**src/rtl/core/texel_format_expander_unit_macros.svh**
```systemverilog
// ---------------------------------------------------------------------------
// texel format expander assertion macros
// shared concurrent assertion wrappers for the expander core
// ---------------------------------------------------------------------------
`ifndef TEXEL_FORMAT_EXPANDER_UNIT_MACROS_SVH
`define TEXEL_FORMAT_EXPANDER_UNIT_MACROS_SVH

// explicit clock and reset
`define TFE_ASSERT_CLK(lbl, clk, rst_n, prop, msg) \
  lbl: assert property (@(posedge clk) disable iff (!rst_n) prop) else $error(msg);

// default clock and reset of the core
`define TFE_ASSERT(lbl, prop, msg) \
  `TFE_ASSERT_CLK(lbl, clk_i, rst_ni, prop, msg)

`endif

```
**src/rtl/core/tfe_pkg.sv**
```systemverilog
// ---------------------------------------------------------------------------
// texel format expander package
// format codes and the types passed between front, queue and back
// ---------------------------------------------------------------------------
package tfe_pkg;

  localparam int unsigned QueueDepthDefault = 4;
  localparam int unsigned WordW = 32;
  localparam int unsigned FmtW = 4;

  typedef enum logic [FmtW-1:0] {
    FmtRgba8    = 4'd0,
    FmtRgb8     = 4'd1,
    FmtRgba5551 = 4'd2,
    FmtRgb565   = 4'd3,
    FmtRgba4    = 4'd4,
    FmtLa8      = 4'd5,
    FmtHilo8    = 4'd6,
    FmtL8       = 4'd7,
    FmtA8       = 4'd8,
    FmtLa4      = 4'd9,
    FmtL4       = 4'd10,
    FmtA4       = 4'd11
  } fmt_e;

  typedef struct packed {
    fmt_e             fmt;
    logic [WordW-1:0] word;
  } entry_t;

  typedef struct packed {
    logic   push;
    entry_t entry;
  } push_t;

  typedef struct packed {
    logic   valid;
    entry_t entry;
  } head_t;

endpackage

```
**src/rtl/core/tfe_front.sv**
```systemverilog
// ---------------------------------------------------------------------------
// texel format expander front
// holds the format register, accepts texels and drops undefined formats
// ---------------------------------------------------------------------------
module tfe_front (
  input  logic                      clk_i,
  input  logic                      rst_ni,
  input  logic                      cfg_we_i,
  input  logic [tfe_pkg::FmtW-1:0]  cfg_wdata_i,
  input  logic                      start_i,
  input  logic [tfe_pkg::WordW-1:0] source_word_i,
  input  logic                      full_i,
  output logic                      busy_o,
  output tfe_pkg::push_t            push_o
);

  logic [tfe_pkg::FmtW-1:0] fmt_q;
  logic [tfe_pkg::FmtW-1:0] fmt_d;
  logic                     fmt_ok;

  always_comb begin
    fmt_d = fmt_q;
    if (cfg_we_i) begin
      fmt_d = cfg_wdata_i;
    end
  end

  always_ff @(posedge clk_i or negedge rst_ni) begin
    if (!rst_ni) begin
      fmt_q <= tfe_pkg::FmtRgba8;
    end else begin
      fmt_q <= fmt_d;
    end
  end

  assign fmt_ok = (fmt_q <= tfe_pkg::FmtA4);
  assign busy_o = full_i;

  always_comb begin
    push_o.push       = start_i && !full_i && fmt_ok;
    push_o.entry.fmt  = tfe_pkg::fmt_e'(fmt_q);
    push_o.entry.word = source_word_i;
  end

endmodule

```
**src/rtl/core/tfe_queue.sv**
```systemverilog
// ---------------------------------------------------------------------------
// texel format expander queue
// short fifo of classified texels between front and back
// ---------------------------------------------------------------------------
`include "texel_format_expander_unit_macros.svh"

module tfe_queue #(
  parameter int unsigned Depth = tfe_pkg::QueueDepthDefault
) (
  input  logic           clk_i,
  input  logic           rst_ni,
  input  tfe_pkg::push_t push_i,
  input  logic           pop_i,
  output tfe_pkg::head_t head_o,
  output logic           full_o
);

  localparam int unsigned PtrW = (Depth > 1) ? $clog2(Depth) : 1;
  localparam int unsigned CntW = $clog2(Depth + 1);
  localparam logic [PtrW-1:0] PtrLast = PtrW'(Depth - 1);
  localparam logic [CntW-1:0] CntFull = CntW'(Depth);

  tfe_pkg::entry_t mem_q [Depth];

  logic [PtrW-1:0] wr_ptr_q, wr_ptr_d;
  logic [PtrW-1:0] rd_ptr_q, rd_ptr_d;
  logic [CntW-1:0] count_q, count_d;
  logic            do_push;
  logic            do_pop;

  assign full_o  = (count_q == CntFull);
  assign do_push = push_i.push && !full_o;
  assign do_pop  = pop_i && (count_q != '0);

  always_comb begin
    wr_ptr_d = wr_ptr_q;
    rd_ptr_d = rd_ptr_q;
    if (do_push) begin
      wr_ptr_d = (wr_ptr_q == PtrLast) ? '0 : wr_ptr_q + PtrW'(1);
    end
    if (do_pop) begin
      rd_ptr_d = (rd_ptr_q == PtrLast) ? '0 : rd_ptr_q + PtrW'(1);
    end
    count_d = count_q + CntW'(do_push) - CntW'(do_pop);
  end

  always_ff @(posedge clk_i or negedge rst_ni) begin
    if (!rst_ni) begin
      wr_ptr_q <= '0;
      rd_ptr_q <= '0;
      count_q  <= '0;
    end else begin
      wr_ptr_q <= wr_ptr_d;
      rd_ptr_q <= rd_ptr_d;
      count_q  <= count_d;
    end
  end

  always_ff @(posedge clk_i) begin
    if (do_push) begin
      mem_q[wr_ptr_q] <= push_i.entry;
    end
  end

  always_comb begin
    head_o.valid = (count_q != '0);
    head_o.entry = mem_q[rd_ptr_q];
  end

  `TFE_ASSERT(a_count_bound, count_q <= CntFull, "queue count beyond depth")
  `TFE_ASSERT(a_pop_nonempty, pop_i |-> (count_q != '0), "pop from empty queue")

endmodule

```
**src/rtl/core/tfe_back.sv**
```systemverilog
// ---------------------------------------------------------------------------
// texel format expander back
// widens the queued texel into rgba8 pixels, one pixel per cycle
// ---------------------------------------------------------------------------
`include "texel_format_expander_unit_macros.svh"

module tfe_back (
  input  logic           clk_i,
  input  logic           rst_ni,
  input  tfe_pkg::head_t head_i,
  output logic           pop_o,
  output logic           result_valid_o,
  output logic [7:0]     alpha_out_o,
  output logic [7:0]     blue_out_o,
  output logic [7:0]     green_out_o,
  output logic [7:0]     red_out_o,
  output logic           run_end_o
);

  function automatic logic [7:0] widen1(input logic v);
    return {8{v}};
  endfunction

  function automatic logic [7:0] widen4(input logic [3:0] v);
    return {v, v};
  endfunction

  function automatic logic [7:0] widen5(input logic [4:0] v);
    return {v, v[4:2]};
  endfunction

  function automatic logic [7:0] widen6(input logic [5:0] v);
    return {v, v[5:4]};
  endfunction

  logic        half_q, half_d;
  logic        valid_q, valid_d;
  logic        run_end_q, run_end_d;
  logic [7:0]  a_q, b_q, g_q, r_q;
  logic [7:0]  a_d, b_d, g_d, r_d;
  logic        two_pix;
  logic [3:0]  nib;
  logic [15:0] h;
  logic [7:0]  b0, b1, b2, b3;

  assign h  = head_i.entry.word[15:0];
  assign b0 = head_i.entry.word[7:0];
  assign b1 = head_i.entry.word[15:8];
  assign b2 = head_i.entry.word[23:16];
  assign b3 = head_i.entry.word[31:24];
  assign two_pix = (head_i.entry.fmt == tfe_pkg::FmtL4) ||
                   (head_i.entry.fmt == tfe_pkg::FmtA4);
  // low nibble first, high nibble on the second pixel
  assign nib = half_q ? b0[7:4] : b0[3:0];

  always_comb begin
    a_d = '0;
    b_d = '0;
    g_d = '0;
    r_d = '0;
    unique case (head_i.entry.fmt)
      tfe_pkg::FmtRgba8: begin
        a_d = b0; b_d = b1; g_d = b2; r_d = b3;
      end
      tfe_pkg::FmtRgb8: begin
        a_d = 8'hFF; b_d = b0; g_d = b1; r_d = b2;
      end
      tfe_pkg::FmtRgba5551: begin
        a_d = widen1(h[0]); b_d = widen5(h[5:1]);
        g_d = widen5(h[10:6]); r_d = widen5(h[15:11]);
      end
      tfe_pkg::FmtRgb565: begin
        a_d = 8'hFF; b_d = widen5(h[4:0]);
        g_d = widen6(h[10:5]); r_d = widen5(h[15:11]);
      end
      tfe_pkg::FmtRgba4: begin
        a_d = widen4(h[3:0]); b_d = widen4(h[7:4]);
        g_d = widen4(h[11:8]); r_d = widen4(h[15:12]);
      end
      tfe_pkg::FmtLa8: begin
        a_d = b0; b_d = b1; g_d = b1; r_d = b1;
      end
      tfe_pkg::FmtHilo8: begin
        a_d = 8'hFF; g_d = b0; r_d = b1;
      end
      tfe_pkg::FmtL8: begin
        a_d = 8'hFF; b_d = b0; g_d = b0; r_d = b0;
      end
      tfe_pkg::FmtA8: begin
        a_d = b0;
      end
      tfe_pkg::FmtLa4: begin
        a_d = widen4(b0[3:0]); b_d = widen4(b0[7:4]);
        g_d = widen4(b0[7:4]); r_d = widen4(b0[7:4]);
      end
      tfe_pkg::FmtL4: begin
        a_d = 8'hFF; b_d = widen4(nib); g_d = widen4(nib); r_d = widen4(nib);
      end
      tfe_pkg::FmtA4: begin
        a_d = widen4(nib);
      end
      default: begin
        a_d = '0;
      end
    endcase
  end

  always_comb begin
    valid_d   = head_i.valid;
    run_end_d = 1'b1;
    half_d    = 1'b0;
    pop_o     = 1'b0;
    if (head_i.valid) begin
      if (two_pix && !half_q) begin
        run_end_d = 1'b0;
        half_d    = 1'b1;
      end else begin
        pop_o = 1'b1;
      end
    end
  end

  always_ff @(posedge clk_i or negedge rst_ni) begin
    if (!rst_ni) begin
      valid_q <= 1'b0;
      half_q  <= 1'b0;
    end else begin
      valid_q <= valid_d;
      half_q  <= half_d;
    end
  end

  always_ff @(posedge clk_i) begin
    run_end_q <= run_end_d;
    a_q       <= a_d;
    b_q       <= b_d;
    g_q       <= g_d;
    r_q       <= r_d;
  end

  assign result_valid_o = valid_q;
  assign run_end_o      = run_end_q;
  assign alpha_out_o    = a_q;
  assign blue_out_o     = b_q;
  assign green_out_o    = g_q;
  assign red_out_o      = r_q;

  `TFE_ASSERT(a_half_two_pix, half_q |-> (head_i.valid && two_pix), "stray second half")
  `TFE_ASSERT(a_run_continues, (valid_q && !run_end_q) |=> valid_q, "two pixel run cut short")

endmodule

```
**src/rtl/core/texel_format_expander_unit.sv**
```systemverilog
// ---------------------------------------------------------------------------
// texel format expander unit
// unpacks source texels of twelve formats into rgba8 pixels
// ---------------------------------------------------------------------------
// usage:
//   cfg_we_i/cfg_wdata_i write the 4-bit source format while the unit is idle.
//   a texel beat is taken on source_word_i at a clock edge with start_i high
//   and busy_o low. texels of an undefined format are dropped.
//   each pixel shows on the result ports for one cycle with result_valid_o
//   high; run_end_o marks the last pixel of a texel. the receiver cannot stall.
// path: an accepted texel is written into the queue, and its first pixel is
//   then registered in the output stage of the back end before it is shown.
// throughput: one texel per cycle for single-pixel formats while busy_o is
//   low; L4 and A4 give two pixels per texel and hold the back end for
//   both pixels. the output stage emits one pixel per cycle, and the queue
//   between front and back (QueueDepth entries) raises busy_o only when full.
// reset: the format returns to RGBA8, the queue empties, no result is shown.
// ---------------------------------------------------------------------------
module texel_format_expander_unit #(
  parameter int unsigned QueueDepth = tfe_pkg::QueueDepthDefault
) (
  input  logic                      clk_i,
  input  logic                      rst_ni,
  input  logic                      cfg_we_i,
  input  logic [tfe_pkg::FmtW-1:0]  cfg_wdata_i,
  input  logic                      start_i,
  output logic                      busy_o,
  input  logic [tfe_pkg::WordW-1:0] source_word_i,
  output logic                      result_valid_o,
  output logic [7:0]                alpha_out_o,
  output logic [7:0]                blue_out_o,
  output logic [7:0]                green_out_o,
  output logic [7:0]                red_out_o,
  output logic                      run_end_o
);

  tfe_pkg::push_t push;
  tfe_pkg::head_t head;
  logic           full;
  logic           pop;

  tfe_front u_front (
    .clk_i         (clk_i),
    .rst_ni        (rst_ni),
    .cfg_we_i      (cfg_we_i),
    .cfg_wdata_i   (cfg_wdata_i),
    .start_i       (start_i),
    .source_word_i (source_word_i),
    .full_i        (full),
    .busy_o        (busy_o),
    .push_o        (push)
  );

  tfe_queue #(
    .Depth (QueueDepth)
  ) u_queue (
    .clk_i  (clk_i),
    .rst_ni (rst_ni),
    .push_i (push),
    .pop_i  (pop),
    .head_o (head),
    .full_o (full)
  );

  tfe_back u_back (
    .clk_i          (clk_i),
    .rst_ni         (rst_ni),
    .head_i         (head),
    .pop_o          (pop),
    .result_valid_o (result_valid_o),
    .alpha_out_o    (alpha_out_o),
    .blue_out_o     (blue_out_o),
    .green_out_o    (green_out_o),
    .red_out_o      (red_out_o),
    .run_end_o      (run_end_o)
  );

endmodule
```
**config.mk**
```make
export PLATFORM = sky130hd
export DESIGN_NAME = texel_format_expander_unit
export DESIGN_NICKNAME = d
export VERILOG_FILES = /design/src/rtl/core/tfe_pkg.sv /design/src/rtl/core/tfe_front.sv /design/src/rtl/core/tfe_queue.sv /design/src/rtl/core/tfe_back.sv /design/src/rtl/core/texel_format_expander_unit.sv
export VERILOG_INCLUDE_DIRS = /design/src /design/src/rtl/core
export SDC_FILE = /design/constraint.sdc
export NUM_CORES = 1
export LEC_CHECK = 0
export ABC_AREA = 1
export BUFFER_PORTS_ARGS = -buffer_cell sky130_fd_sc_hd__buf_2
export CAP_MARGIN = 15
export CORE_ASPECT_RATIO = 1.4
export CORE_MARGIN = 1.5
export CORE_UTILIZATION = 35
export CTS_CLUSTER_SIZE = 24
export DETAILED_ROUTE_END_ITERATION = 7
export MAX_ROUTING_LAYER = met4
export SLEW_MARGIN = 20
export SYNTH_ARGS = -nofsm -noshare
export SYNTH_HDL_FRONTEND = slang
export SYNTH_SLANG_ARGS = --single-unit
```
**constraint.sdc**
```tcl
create_clock -name clk_i -period 8.1 [get_ports clk_i]
set_input_delay 1.215 -clock clk_i [delete_from_list [all_inputs] [get_ports clk_i]]
set_output_delay 1.215 -clock clk_i [all_outputs]
set_load 0.005 [all_outputs]
```
---- Word-level counts from Yosys, hierarchy flattened ----
Memory sizes are Yosys's and may differ from the RTL's.
Index checks and enable logic that the tools add are counted.
word-level totals
  register bits ........................... 46
  memory bits (writable) .................. 144
  input bits .............................. 40
  output and inout port bits .............. 35
  word-level logic and storage cells ...... 63
  memories ................................ 1
memory list
  name           words  bits a word  read ports  clocked after Yosys merged registers in  write ports  line             text
  u_queue.mem_q  4      36           1           0                                        1            tfe_queue.sv:23  tfe_pkg::entry_t mem_q [Depth];
operators by class
  add/subtract/negate cells ............... 4
  order comparisons ....................... 1
  eq/ne operators ......................... 14
  multiplexer cells ....................... 13
  reduce and logical (&&, ||, !) cells .... 19
operators by type and width
  cell                                                   count
  one-hot mux 8 bit (8 select lines)                     2
  one-hot mux 8 bit (6 select lines)                     1
  one-hot mux 8 bit (5 select lines)                     1
  equality test 4 x 3 -> 1 bit, second input constant    4
  equality test 4 bit, second input constant             4
  OR reduction 2 bit                                     7
  equality test 4 x 2 -> 1 bit, second input constant    2
  two-way mux 1 bit                                      6
  logical AND 1 bit                                      5
  OR reduction 5 bit                                     1
  adder 2 x 1 -> 2 bit, second input constant            2
  equality test 2 bit, second input constant             2
  equality test 4 x 1 -> 1 bit, second input constant    1
  less-or-equal comparator 4 bit, second input constant  1
  logical NOT 4 bit                                      1
  two-way mux 2 bit                                      2
  two-way mux 4 bit                                      1
  adder 3 x 1 -> 3 bit                                   1
  equality test 3 bit, second input constant             1
  nonzero test 3 bit                                     1
  OR reduction 3 bit                                     1
  subtractor 3 x 1 -> 3 bit                              1
  logical NOT 1 bit                                      2
  logical OR 1 bit                                       1

---- Depth between registers and ports, before layout ----
Gate-level depths: netlist of the first run.
An unclocked memory read counts as a cell.
  word-level depth ........................ 8
  mapped depth ............................ 14
  gate-level depth less buffers ........... 13

---- Modules after synthesis ----
Synthesis of the first run repeated with hierarchy kept, for this count alone.
second synthesis, totals
  cells, all modules ...................... 908
  area, all modules ....................... 8732.1 um2
by module, submodules not included
  module     instances  cells each  area each (um2)
  tfe_queue  1          478         6192.2
  tfe_back   1          376         2123.3
  tfe_front  1          54          416.6

---- Least setup slack after synthesis of the first run ----
Ideal clock, no wire load.
  path kind ............................... input to register
  start point ............................. in start_i
  end point ............................... mem u_queue.mem_q[0][0] (netlist name) (enable)
  setup time .............................. 0.429 ns
  arrival ................................. 3.155 ns
  required time ........................... 7.671 ns
  path slack .............................. 4.515 ns
  stages on the path ...................... 4
  path buffers ............................ 0
  path through ............................ o21ai_0 nor2_1 inv_1 nor2_1
on the way
  word-level cells in the longest chain between the ends .. 5
RTL lines
  item                                     line                              text
  start: declaration                       texel_format_expander_unit.sv:26  input logic start_i,
  logical AND 1 bit (2 in series)          tfe_front.sv:40                   push_o.push = start_i && !full_i && fmt_ok;
  logical AND 1 bit                        tfe_queue.sv:32                   assign do_push = push_i.push && !full_o;
  via u_queue.do_push                      tfe_queue.sv:28                   logic do_push;
  two-way mux 1 bit                        tfe_queue.sv:60                   if (do_push) begin
  two-way mux 1 bit (not written as such)  tfe_queue.sv:61                   mem_q[wr_ptr_q] <= push_i.entry;
  end: declaration                         tfe_queue.sv:23
The timed path passes the listed nets, and every way through them passes these cells.

---- Worst setup path after layout of the first run ----
  start point ............................. reg u_queue.rd_ptr_q[1]
  end point ............................... reg u_queue.count_q[2]
on the way
  word-level cells in the longest chain between the ends .. 8
RTL lines
  item                                           line                            text
  start: declaration                             tfe_queue.sv:26                 logic [PtrW-1:0] rd_ptr_q, rd_ptr_d;
  start signal: assignment                       tfe_queue.sv:54                 rd_ptr_q <= rd_ptr_d;
  memory read (4 x 36 bit) *                     -
  equality test 4 bit, on equally long branches  tfe_back.sv:51, tfe_back.sv:52
  logical OR 1 bit *                             tfe_back.sv:51                  assign two_pix = (head_i.entry.fmt == tfe_pkg::FmtL4) ||
  logical AND 1 bit *                            tfe_back.sv:114                 if (two_pix && !half_q) begin
  two-way mux 1 bit *                            tfe_back.sv:114
  two-way mux 1 bit *                            tfe_back.sv:113                 if (head_i.valid) begin
  logical AND 1 bit *                            tfe_queue.sv:33                 assign do_pop = pop_i && (count_q != '0);
  via u_queue.do_pop                             tfe_queue.sv:29                 logic do_pop;
  subtractor 3 x 1 -> 3 bit *                    tfe_queue.sv:44                 count_d = count_q + CntW'(do_push) - CntW'(do_pop);
  via u_queue.count_d[2]                         tfe_queue.sv:27                 logic [CntW-1:0] count_q, count_d;
  end signal: assignment                         tfe_queue.sv:55                 count_q <= count_d;
  end: declaration                               tfe_queue.sv:27
Mark *: on every way through the listed nets, which the timed path passes. The rest lies on a longest branch.
A chain may end at the register's enable or synchronous reset.

==> metrics.txt, run 1 <==
outcome complete, no violations; fmax roughly 300 MHz; Worst-path clk slew roughly 0.06 ns; GR Layer Usage met3 4.25%; HP Class register to register; Hold Path End u_queue.mem_q[0][32]; Pleak 4.03 nW; Power Total about 4 mW; synthesized cell area between 8000 and 9000 µm²; die height ~190 µm; WS Path Type register to register; Yosys cell types 31; worst hold stages 0; cts-stage hold buffer count 0; asr flop ratio synth under 10%; met2 Usage GRT between 20 and 30%; Slew headroom around half; critical hold path startpoint u_front.fmt_q[0]; Final #Nets roughly 970; Worst Setup End Kind register; PwrDens approximately 410 nW/µm²; Synth area leader edfxtp_1; routability cong. roughly 0.95; PortBufs 74; FF-to-FF setup slack roughly 4.7 ns; fin crit share between 40% and 50%; number of H-tree levels 4; Crit path arrival time about 3.7 ns; # fillers around 2.3k; # Post-CTS Setup Buffers 0; DRT iter0 DRCs 460; worst r2r src u_queue.rd_ptr_q[1]; Final Hold Vio Count 0; #FFs+latches synth between 150 and 200; Worst Tran Pin Value between 0.7 and 0.8 ns; met1 GRT Util 19.1%; Total Routed Length 19800 µm; DR vias roughly 6k; commonest register cell after synthesis edfxtp_1; DP HPWL 13700 µm; clk_lat worst skew around 0.45 ns; register area share after synthesis ~63%; final setup vio count 0; Ys Warns 0; Final Max Slew Viols 0; Yosys top cell area share between 50% and 60%; Area Growth Syn to Fin 14.7%; die area ~25000 µm²; die width between 100 and 150 µm; CTS tree built; most common cell after layout, fill and taps aside nand2_1; Via density a little under 5; DRC 0; Final TNS setup 0 ns; Worst setup SP type register; Max FO, Critical Path 44; min Tclk post-route 3.37 ns; Root Driver clkbuf_16; Post-Route Utilization roughly 40%; gr usage total roughly 17%; Syn Area/Cell 9.90 µm²; grt total ovfl 0; CTS Buffer Depth 2; DRT Pass-1 Iters 8; clock sink count 190; syn nets between 800 and 900; commonest non-fill, non-tap cells in the layout nand2_1 (262), edfxtp_1 (144), nor2_1 (110); share of cells above drive strength 1 between 15 and 20%; number of gates resized after CTS 0; largest net degree at the start of global routing slightly below 80; FF-to-FF End u_queue.count_q[2]; busiest grt layer met2; Starting Density between 30 and 40%; Synth Instances between 800 and 900; Area contributors post-synth edfxtp_1 (52%), nand2_1 (12%), dfxtp_1 (7.9%); Maximum Capacitance Violations 0; reg2reg path depth 12; Top Ports 75; RSZ-0062 raised after global routing no; vias in the first global route approximately 5.8k; peak supply drop 0.171 mV; Core ar. roughly 23000 µm²; Critical Path RT between 8 and 9 ns; cell row count 66; Routed Antenna Nets 0; total CTS buffers 17; antenna violations before repair 1; DR WL/cell about 16 µm; Post-synth EDFFs roughly 140; first-pass GRT wire length 30900 µm; Clock Skew between 0.009 and 0.01 ns
==> worst max-delay path by stage <==
| stage | start | end | slack (ns) |
|---|---|---|---|
| 6_report | u_queue.rd_ptr_q[1] | u_queue.count_q[2] | 4.73 |
| 5_1_grt | u_queue.rd_ptr_q[1] | u_queue.count_q[2] | 4.46 |
| 2_1_floorplan | start_i | u_queue.mem_q[0][0] | 4.52 |
| 4_1_cts | u_queue.rd_ptr_q[1] | u_queue.count_q[2] | 4.72 |
| 3_5_place_dp | u_queue.rd_ptr_q[1] | u_queue.count_q[2] | 4.74 |
| 3_3_place_gp | u_queue.rd_ptr_q[1] | u_queue.count_q[2] | 4.77 |
==> kinds of logic (layout without fill, tap and decap cells) <==
kind of cell / count (synthesis) / count (layout) / share of synthesized area, %
buffers and inverters: 80 / 167 / 4.56
xor gates and xnor gates: 2 / 2 / 0.209
AOI/OAI and AO/OA: 109 / 109 / 7.39
DFF: 190 / 190 / 63.5
and+or+nand+nor: 454 / 454 / 22.8
muxes: 2 / 2 / 0.269
adders and majority gates: 8 / 8 / 1.29
other: 0 / 1 / 0
==> layout make-up <==
cell class | instances | area [µm²] | area share, %
antenna | 1 | 2.50 | 0.0261
clock buffer | 28 | 518 | 5.40
clock inverter | 4 | 52.6 | 0.548
inverter | 54 | 203 | 2.11
multi-input combinational | 575 | 2710 | 28.2
sequential | 190 | 5310 | 55.3
tap | 306 | 383 | 3.99
timing repair buffer | 81 | 423 | 4.41
==> layer usage <==
layer  vias to the layer above  wire length (µm)
met5                         -                 0
met4                         0               652
met3                        52              1070
met2                       199             10000
met1                      2811              8020
li1                       2961                 -
==> registers in the layout (all words and copies together), names as in the netlist <==
name / count
u_back.green_out_o: 8
u_back.red_out_o: 8
u_back.run_end_o: 1
u_queue.rd_ptr_q: 2
u_queue.wr_ptr_q: 2
u_back.half_q: 1
u_back.blue_out_o: 8
u_back.alpha_out_o: 8
u_queue.mem_q: 144
u_front.fmt_q: 4
u_queue.count_q: 3
u_back.result_valid_o: 1
==> metrics by stage <==
stage          hold WS [ns]  setup slack, ns  area [µm²]  cells
2_1_floorplan         0.472             4.52        8370    845
3_3_place_gp          0.532             4.77        9020   1206
3_5_place_dp          0.530             4.74        9020   1206
4_1_cts               0.545             4.72        9600   1238
5_1_grt               0.560             4.46        9600   1239
6_report              0.532             4.73        9600   1239
==> cell usage after synthesis, types with 2 or more instances <==
cell,instances
nand3_2,2
o22ai_1,16
nor2_4,5
buf_2,8
nand2_2,18
nand3_1,39
edfxtp_1,144
o21ai_0,65
o21ai_2,2
a21oi_1,10
o21ai_1,10
inv_2,9
mux2_2,2
nor3_1,2
clkbuf_1,6
nand2_4,5
nand2_1,262
dfrtp_1,13
buf_4,5
o22ai_2,6
nor2_2,5
dfxtp_1,33
inv_1,45
buf_6,7
ha_1,7
nor2_1,114
==> report_power, final <==
group / total (mW) / switching (mW) / leakage, nW / internal, mW
sequential: 1.36 / 0.0561 / 1.74 / 1.30
clock: 0.820 / 0.351 / 0.279 / 0.469
combinational: 1.80 / 1.29 / 2.01 / 0.515
==> worst max-delay path: stages, from the launching register on <==
cell	delay (ns)
dfrtp_1	0.36
buf_4	0.26
inv_2	0.62
nand3_1	0.18
nand2_2	0.20
nand2_1	0.14
o21ai_1	0.21
inv_1	0.13
ha_1	0.29
inv_1	0.04
ha_1	0.19
fa_1	0.42
xor2_1	0.17
No activity file was read; power rests on OpenSTA's default activity.
==> inputs of run 2 (changes only) <==
--- a/config.mk
+++ b/config.mk
@@ -6,7 +6,7 @@
 export SDC_FILE = /design/constraint.sdc
 export NUM_CORES = 1
 export LEC_CHECK = 0
-export ABC_AREA = 1
+export ABC_AREA = 0
 export BUFFER_PORTS_ARGS = -buffer_cell sky130_fd_sc_hd__buf_2
 export CAP_MARGIN = 15
 export CORE_ASPECT_RATIO = 1.4
==> constraint.sdc (replaced) <==
create_clock -name clk_i -period 3.09 [get_ports clk_i]
set_input_delay 0.4635 -clock clk_i [delete_from_list [all_inputs] [get_ports clk_i]]
set_output_delay 0.4635 -clock clk_i [all_outputs]
set_load 0.005 [all_outputs]
==> run 2 against run 1 <==
  * Maximum frequency increased by 22%
  * Cell count decreased by 31%
  * Total power increased by 150%
  * Die area decreased by 6.8%
  * Synthesized area decreased by 7.0%
  * Clock skew decreased by 0.0025 ns
  * Largest power group unchanged
==> metrics.txt, run 2 <==
Worst setup SP type register; asr flop ratio synth 6.84% (unchanged); outcome complete, no violations; critical hold path startpoint source_word_i[5]; Crit path arrival time 3.12 ns (-0.57 ns); crit-path leading delay family adder cells; Worst Tran Pin Value 0.779 ns (+0.0252 ns); FF-to-FF setup slack 0.33 ns (-4.40 ns); clock sink count 190 (unchanged); Int Power 6.43 mW (+180%); die height 179 µm (-3.5%); largest net degree at the start of global routing 37 (-53%); Psw 3.41 mW (+100%); CTS tree built; share of cells above drive strength 1 30.9% (+13 points); hold slack 0.243 ns (-0.289 ns); worst hold stages 1 (+1); Final #Nets 595 (-38%); Power Total 9.84 mW (+150%); Clock Skew 0.00735 ns (-0.00251 ns); Worst-path clk slew 0.07 ns (about the same); Sequential Power Share 36.4% (+2.3 points); PortBufs 74 (unchanged); number of cells on the critical path 9 (-3); dpl cell area 8470 µm² (-6.1%); FF/Latch Area 5310 µm² (unchanged); DR WL/cell 19.2 µm (+20%); number of H-tree levels 4 (unchanged); Final Max Slew Viols 0 (unchanged); DP HPWL 11100 µm (-19%); Final Hold Vio Count 0 (unchanged); Critical Path RT 3.45 ns (-4.97 ns); fin crit share 89.3% (+48 points); FF-to-FF End u_queue.count_q[2]; DRC 0 (unchanged); # fillers 1928 (-15%); CP Cell Sequence mux4_1 > nor3_1 > nor2_1 > ha_1 > inv_1 > ha_1 > fa_1 > xnor2_1 > xnor2_1; Top Ports 75 (unchanged); die width 129 µm (-3.5%); Hold Path End u_queue.mem_q[1][5]; most frequent cell after synthesis edfxtp_1; HP Class primary input to register; fmax 363 MHz (+22%); DR vias 4441 (-26%); post-layout worst setup margin 0.332 ns (-4.40 ns); DRT Pass-1 Iters 6 (-2); most common cell after layout, fill and taps aside edfxtp_1; Final TNS setup 0 ns (unchanged); Area Growth Syn to Fin 17.2%; Clock power frac 24.1% (+3.5 points); peak supply drop 0.458 mV (+170%); post-route cell area 9130 µm² (-4.9%); register area share after synthesis 68.2% (+4.7 points); Worst Setup End Kind register; max reg flops 144 (unchanged); Slew headroom 47.7% (-2.0 points); Area contributors post-synth edfxtp_1 (56%), mux4_2 (10%), dfxtp_1 (8.5%); min Tclk post-route 2.76 ns (-0.607 ns); grt total ovfl 0 (unchanged); Total Routed Length 16500 µm (-17%); #FFs+latches synth 190 (unchanged); Maximum Capacitance Violations 0 (unchanged); syn nets 513 (-43%); Starting Density 35.6% (-0.19 points); commonest register cell after synthesis edfxtp_1; PwrDens 1080 nW/µm² (+160%); Core ar. 21900 µm² (-6.5%); Bufs and invs on worst path 1 (-3); commonest non-fill, non-tap cells in the layout edfxtp_1 (144), buf_2 (74), mux4_2 (35); synthesized cell area 7780 µm² (-7.0%); Place WS 0.329 ns (-4.41 ns); cell row count 64 (-3.0%); antenna violations before repair 1 (unchanged); Synth area leader edfxtp_1; Switching Share 34.7% (-7.9 points); first-pass GRT wire length 25500 µm (-17%); DRT iter0 DRCs 391 (-15%); Pleak 3.26 nW (-19%); total CTS buffers 17 (unchanged); Routed Antenna Nets 0 (unchanged); Via density 5.18 (+6.5%); Most flops, register u_queue.mem_q; routability cong. 0.873 (-8.1%); die area 23200 µm² (-6.8%); vias in the first global route 4478 (-22%); RSZ-0062 raised after global routing no; Root Driver clkbuf_16; Max FO, Critical Path 6 (-86%); Slowest-stage cell, CP mux4_1; Yosys top cell area share 55.5% (+3.9 points); Post-synth EDFFs 144 (unchanged); area of the multi-input gates 2270 µm² (-16%); clk_lat worst skew 0.43 ns (-0.02 ns); Synth Instances 465 (-45%); Yosys cell types 59 (+90%); CTS Buffer Depth 2 (unchanged); Syn Area/Cell 16.7 µm² (+69%); Post-synth top cells edfxtp_1 (144), mux4_2 (35), dfxtp_1 (33); final setup vio count 0 (unchanged); WS Path Type register to register; reg2reg path depth 9 (-3); gr usage total 15.3% (-1.7 points); Ys Warns 0 (unchanged); share of power burned in combinational logic 39.5% (-5.8 points); worst r2r src u_queue.rd_ptr_q[0]; Crit path largest cell delay 0.60 ns (-0.02 ns)
==> run 2: cell count changes after synthesis, sizes merged, moves of 8 or more <==
cell   change
nand2    -255
nor2     -112
o21ai     -69
inv       -41
nand3     -38
mux4      +36
a22oi     +28
o22ai     -20
nand4     +11
mux2       +8
==> run 2: cell type report <==
type | instances | share of cell area, %
sequential | 190 | 58.2
multi-input combinational | 237 | 24.9
timing repair buffer | 88 | 5.24
clock buffer | 19 | 4.74
tap | 297 | 4.07
clock inverter | 13 | 2.30
inverter | 13 | 0.535
antenna | 1 | 0.0274
==> run 2: how the worst max path moves through the flow <==
stage	startpoint	slack [ns]	endpoint
6_report	u_queue.rd_ptr_q[0]	0.33	u_queue.count_q[2]
5_1_grt	u_queue.rd_ptr_q[0]	0.14	u_queue.count_q[2]
4_1_cts	u_queue.rd_ptr_q[0]	0.32	u_queue.count_q[2]
3_5_place_dp	u_queue.rd_ptr_q[0]	0.33	u_queue.count_q[2]
3_3_place_gp	u_queue.rd_ptr_q[0]	0.42	u_queue.count_q[2]
2_1_floorplan	u_queue.rd_ptr_q[0]	0.27	u_queue.count_q[2]
==> run 2: per-stage QoR <==
stage / utilization, % / cells
4_1_cts: 41.7 / 857
3_5_place_dp: 38.7 / 824
2_1_floorplan: - / 465
6_report: 41.7 / 858
3_3_place_gp: 38.7 / 824
5_1_grt: 41.7 / 858
==> run 2: power by group through the flow <==
stage / clock network (mW) / registers, mW / logic [mW]
after global routing: 2.51 / 3.64 / 4.25
final: 2.37 / 3.59 / 3.89
after global placement: 0 / 3.63 / 3.82
after floorplan: 0 / 3.58 / 2.85
after CTS: 2.42 / 3.60 / 3.90
after detailed placement: 0 / 3.65 / 3.88
==> run 2: cells by family (layout without fill, tap and decap cells) <==
family,after synthesis,in the layout,share of synthesized area (%)
AOI/OAI and AO/OA,76,76,7.46
xor gates and xnor gates,6,6,0.771
adders and majority gates,8,8,1.38
buffers and inverters,38,133,2.62
DFF,190,190,68.2
muxes,51,51,12.6
other,0,1,0
and+or+nand+nor,96,96,7.01
==> run 2: per-layer routing <==
layer  routed length, µm  part of all wire [%]  GRT usage, %  vias up
met5                   0                     0             -        -
met4                 392                   2.4          7.24        0
met3                 868                   5.3          3.33       25
met2                8560                    52          25.0      165
met1                6640                    40          17.9     2228
li1                    -                     -             -     2023
==> run 2: what timing repair did <==
| item | CTS | global route |
|---|---|---|
| hold endpoints to repair | 13 | 0 |
| buffers inserted | 0 | 0 |
| endpoints found under the setup margin | 0 | 0 |
| gates resized for setup | 0 | 0 |
| hold buffers | 1 | 0 |
==> inputs of run 3 (changes only) <==
==> constraint.sdc (replaced) <==
create_clock -name clk_i -period 2.6 [get_ports clk_i]
set_input_delay 0.39 -clock clk_i [delete_from_list [all_inputs] [get_ports clk_i]]
set_output_delay 0.39 -clock clk_i [all_outputs]
set_load 0.005 [all_outputs]
==> run 3 against run 2 <==
  * Register-to-register slack lost 0.25 ns
  * Flip-flop and latch count is the same
  * Largest cell class unchanged
  * Worst setup slack lost 0.25 ns
  * Largest power group unchanged
  * Cell area grew 1.7%
==> metrics.txt, run 3 (same netlist as run 2, synthesis figures left out) <==
routability cong. 0.863 (-1.1%); Pleak 3.33 nW (+2.1%); Final Instance Count excl. Fillers 878 (+2.3%); fmax 398 MHz (+9.7%); DR vias 4541 (+2.3%); peak supply drop 0.591 mV (+29%); Area Growth Syn to Fin 19.2%; Starting Density 35.6% (unchanged); Worst setup SP type register; CTS tree built; hold slack 0.176 ns (-0.0675 ns); DRT Pass-1 Iters 5 (-1); min Tclk post-route 2.51 ns (-0.244 ns); largest net degree at the start of global routing 37 (unchanged); PwrDens 1270 nW/µm² (+18%); Slew headroom 59.6% (+12 points); outcome complete, no violations; Root Driver clkbuf_16; clock sink count 190 (unchanged); WS Path Type register to register; Final Max Slew Viols 0 (unchanged); area of the multi-input gates 2330 µm² (+2.5%); Core ar. 21900 µm² (unchanged); dpl cells 844 (+2.4%); die height 179 µm (unchanged); RSZ-0062 raised after global routing yes; Clock power frac 20.7% (-3.4 points); HP Class primary input to register; DRC 0 (unchanged); Int Power 7.58 mW (+18%); Psw 4.18 mW (+23%); Clock Skew 0.00829 ns (+0.000941 ns); Worst Tran Pin Value 0.603 ns (-0.176 ns); Worst Setup End Kind register; vias in the first global route 4740 (+5.9%); fin crit share 96.7% (+7.4 points); # fillers 1998 (+3.6%); Total Routed Length 16900 µm (+2.5%); commonest non-fill, non-tap cells in the layout edfxtp_1 (144), buf_2 (74), mux4_2 (36); clk_lat worst skew 0.43 ns (about the same); share of cells above drive strength 1 34.5% (+3.6 points); # Post-CTS Setup Buffers 0 (unchanged); final setup vio count 0 (unchanged); DP HPWL 11700 µm (+5.2%); Routed Antenna Nets 0 (unchanged); Power Total 11.8 mW (+20%); cell row count 64 (unchanged); CTS Buffer Depth 2 (unchanged); Crit path arrival time 2.83 ns (-0.29 ns); PortBufs 74 (unchanged); Final #Nets 615 (+3.4%); grt total ovfl 0 (unchanged); FF/Latch Area 5310 µm² (unchanged); Top Ports 75 (unchanged); first-pass GRT wire length 26700 µm (+4.7%); DR WL/cell 19.2 µm (+0.21%); total CTS buffers 17 (unchanged); Switching Share 35.6% (+0.91 points); Sequential Power Share 36.3% (about the same); Max FO, Critical Path 6 (unchanged); max reg flops 144 (unchanged); Worst-path clk slew 0.07 ns (about the same); die area 23200 µm² (unchanged); Maximum Capacitance Violations 0 (unchanged); Critical Path RT 2.91 ns (-0.54 ns); Via density 5.17 (about the same); DRT iter0 DRCs 361 (-7.7%); share of power burned in combinational logic 43.0% (+3.5 points); die width 129 µm (unchanged); number of H-tree levels 4 (unchanged); gr usage total 15.9% (+0.58 points); Final Hold Vio Count 0 (unchanged); most common cell after layout, fill and taps aside edfxtp_1; antenna violations before repair 1 (unchanged); Most flops, register u_queue.mem_q
[run 3: cell types whose count changed in the layout (fill, tap and decap cells not counted), moves of 2 or more]
cell	previous run	this run
clkinv_4	0	2
clkbuf_8	0	2
buf_6	0	2
nor3_1	6	4
buf_12	0	2
inv_6	4	1
clkbuf_1	2	5
buf_4	13	29
bufinv_16	5	1
[run 3: per-stage QoR]
| step | setup WS [ns] | TNS (ns) | utilization (%) | area (µm²) |
|---|---|---|---|---|
| after global placement | 0.0462 | 0 | 39.7 | 8670 |
| after global routing | -0.0203 | -0.0203 | 42.4 | 9280 |
| after floorplan | -0.0758 | -0.0975 | - | 7810 |
| after CTS | 0.0107 | 0 | 42.3 | 9250 |
| final | 0.0856 | 0 | 42.4 | 9280 |
| after detailed placement | -0.0720 | -0.264 | 39.7 | 8670 |
[run 3: timing repair]
| action | 4_1_cts | 5_1_grt |
|---|---|---|
| hold buffers | 1 | 0 |
| pin swaps | 0 | 1 |
| endpoints found under the setup margin | 9 | 16 |
| hold endpoints to repair | 13 | 0 |
| gates resized for setup | 2 | 7 |
[run 3: power by group through the flow]
stage / logic (mW) / clock network (mW) / registers (mW)
after global routing: 5.51 / 2.62 / 4.33
after floorplan: 3.45 / 0 / 4.26
after global placement: 4.94 / 0 / 4.30
after CTS: 5.02 / 2.50 / 4.28
final: 5.06 / 2.44 / 4.27
after detailed placement: 4.98 / 0 / 4.34
[run 3: layout make-up]
cell class / instances / share of cell area [%]
clock buffer: 24 / 5.08
sequential: 190 / 57.2
antenna: 1 / 0.0270
clock inverter: 8 / 0.917
timing repair buffer: 108 / 7.12
tap: 297 / 4.00
multi-input combinational: 237 / 25.1
inverter: 13 / 0.526
[run 3: worst paths after layout]
path                                          start                    end  slack (ns)  depth (start not counted)
worst max-delay path            u_queue.rd_ptr_q[0]     u_queue.count_q[2]        0.09                          9
min in group asynchronous                    rst_ni     u_queue.count_q[0]        0.39                          2
worst min-delay path              source_word_i[24]   u_queue.mem_q[0][24]        0.18                          1
worst max register to register  u_queue.rd_ptr_q[0]     u_queue.count_q[2]        0.09                          9
worst min register to register   u_queue.count_q[1]  u_back.result_valid_o        0.54                          2
max in group asynchronous                    rst_ni    u_queue.rd_ptr_q[0]        1.93                          2
[run 3: critical path: stages (launching register included)]
cell,delay [ns]
dfrtp_2,0.47
mux4_2,0.57
nor3_4,0.19
nor2_2,0.07
ha_1,0.28
inv_1,0.04
ha_2,0.17
fa_2,0.35
xnor2_2,0.14
xnor2_1,0.12
[run 3: layer usage]
metal  track usage (%)  vias up  share of wire [%]
met5                 -        -                  0
met4              7.33        0                3.0
met3              3.81       38                5.7
met2              25.9      165                 51
met1              18.5     2282                 40
li1                  -     2056                  -
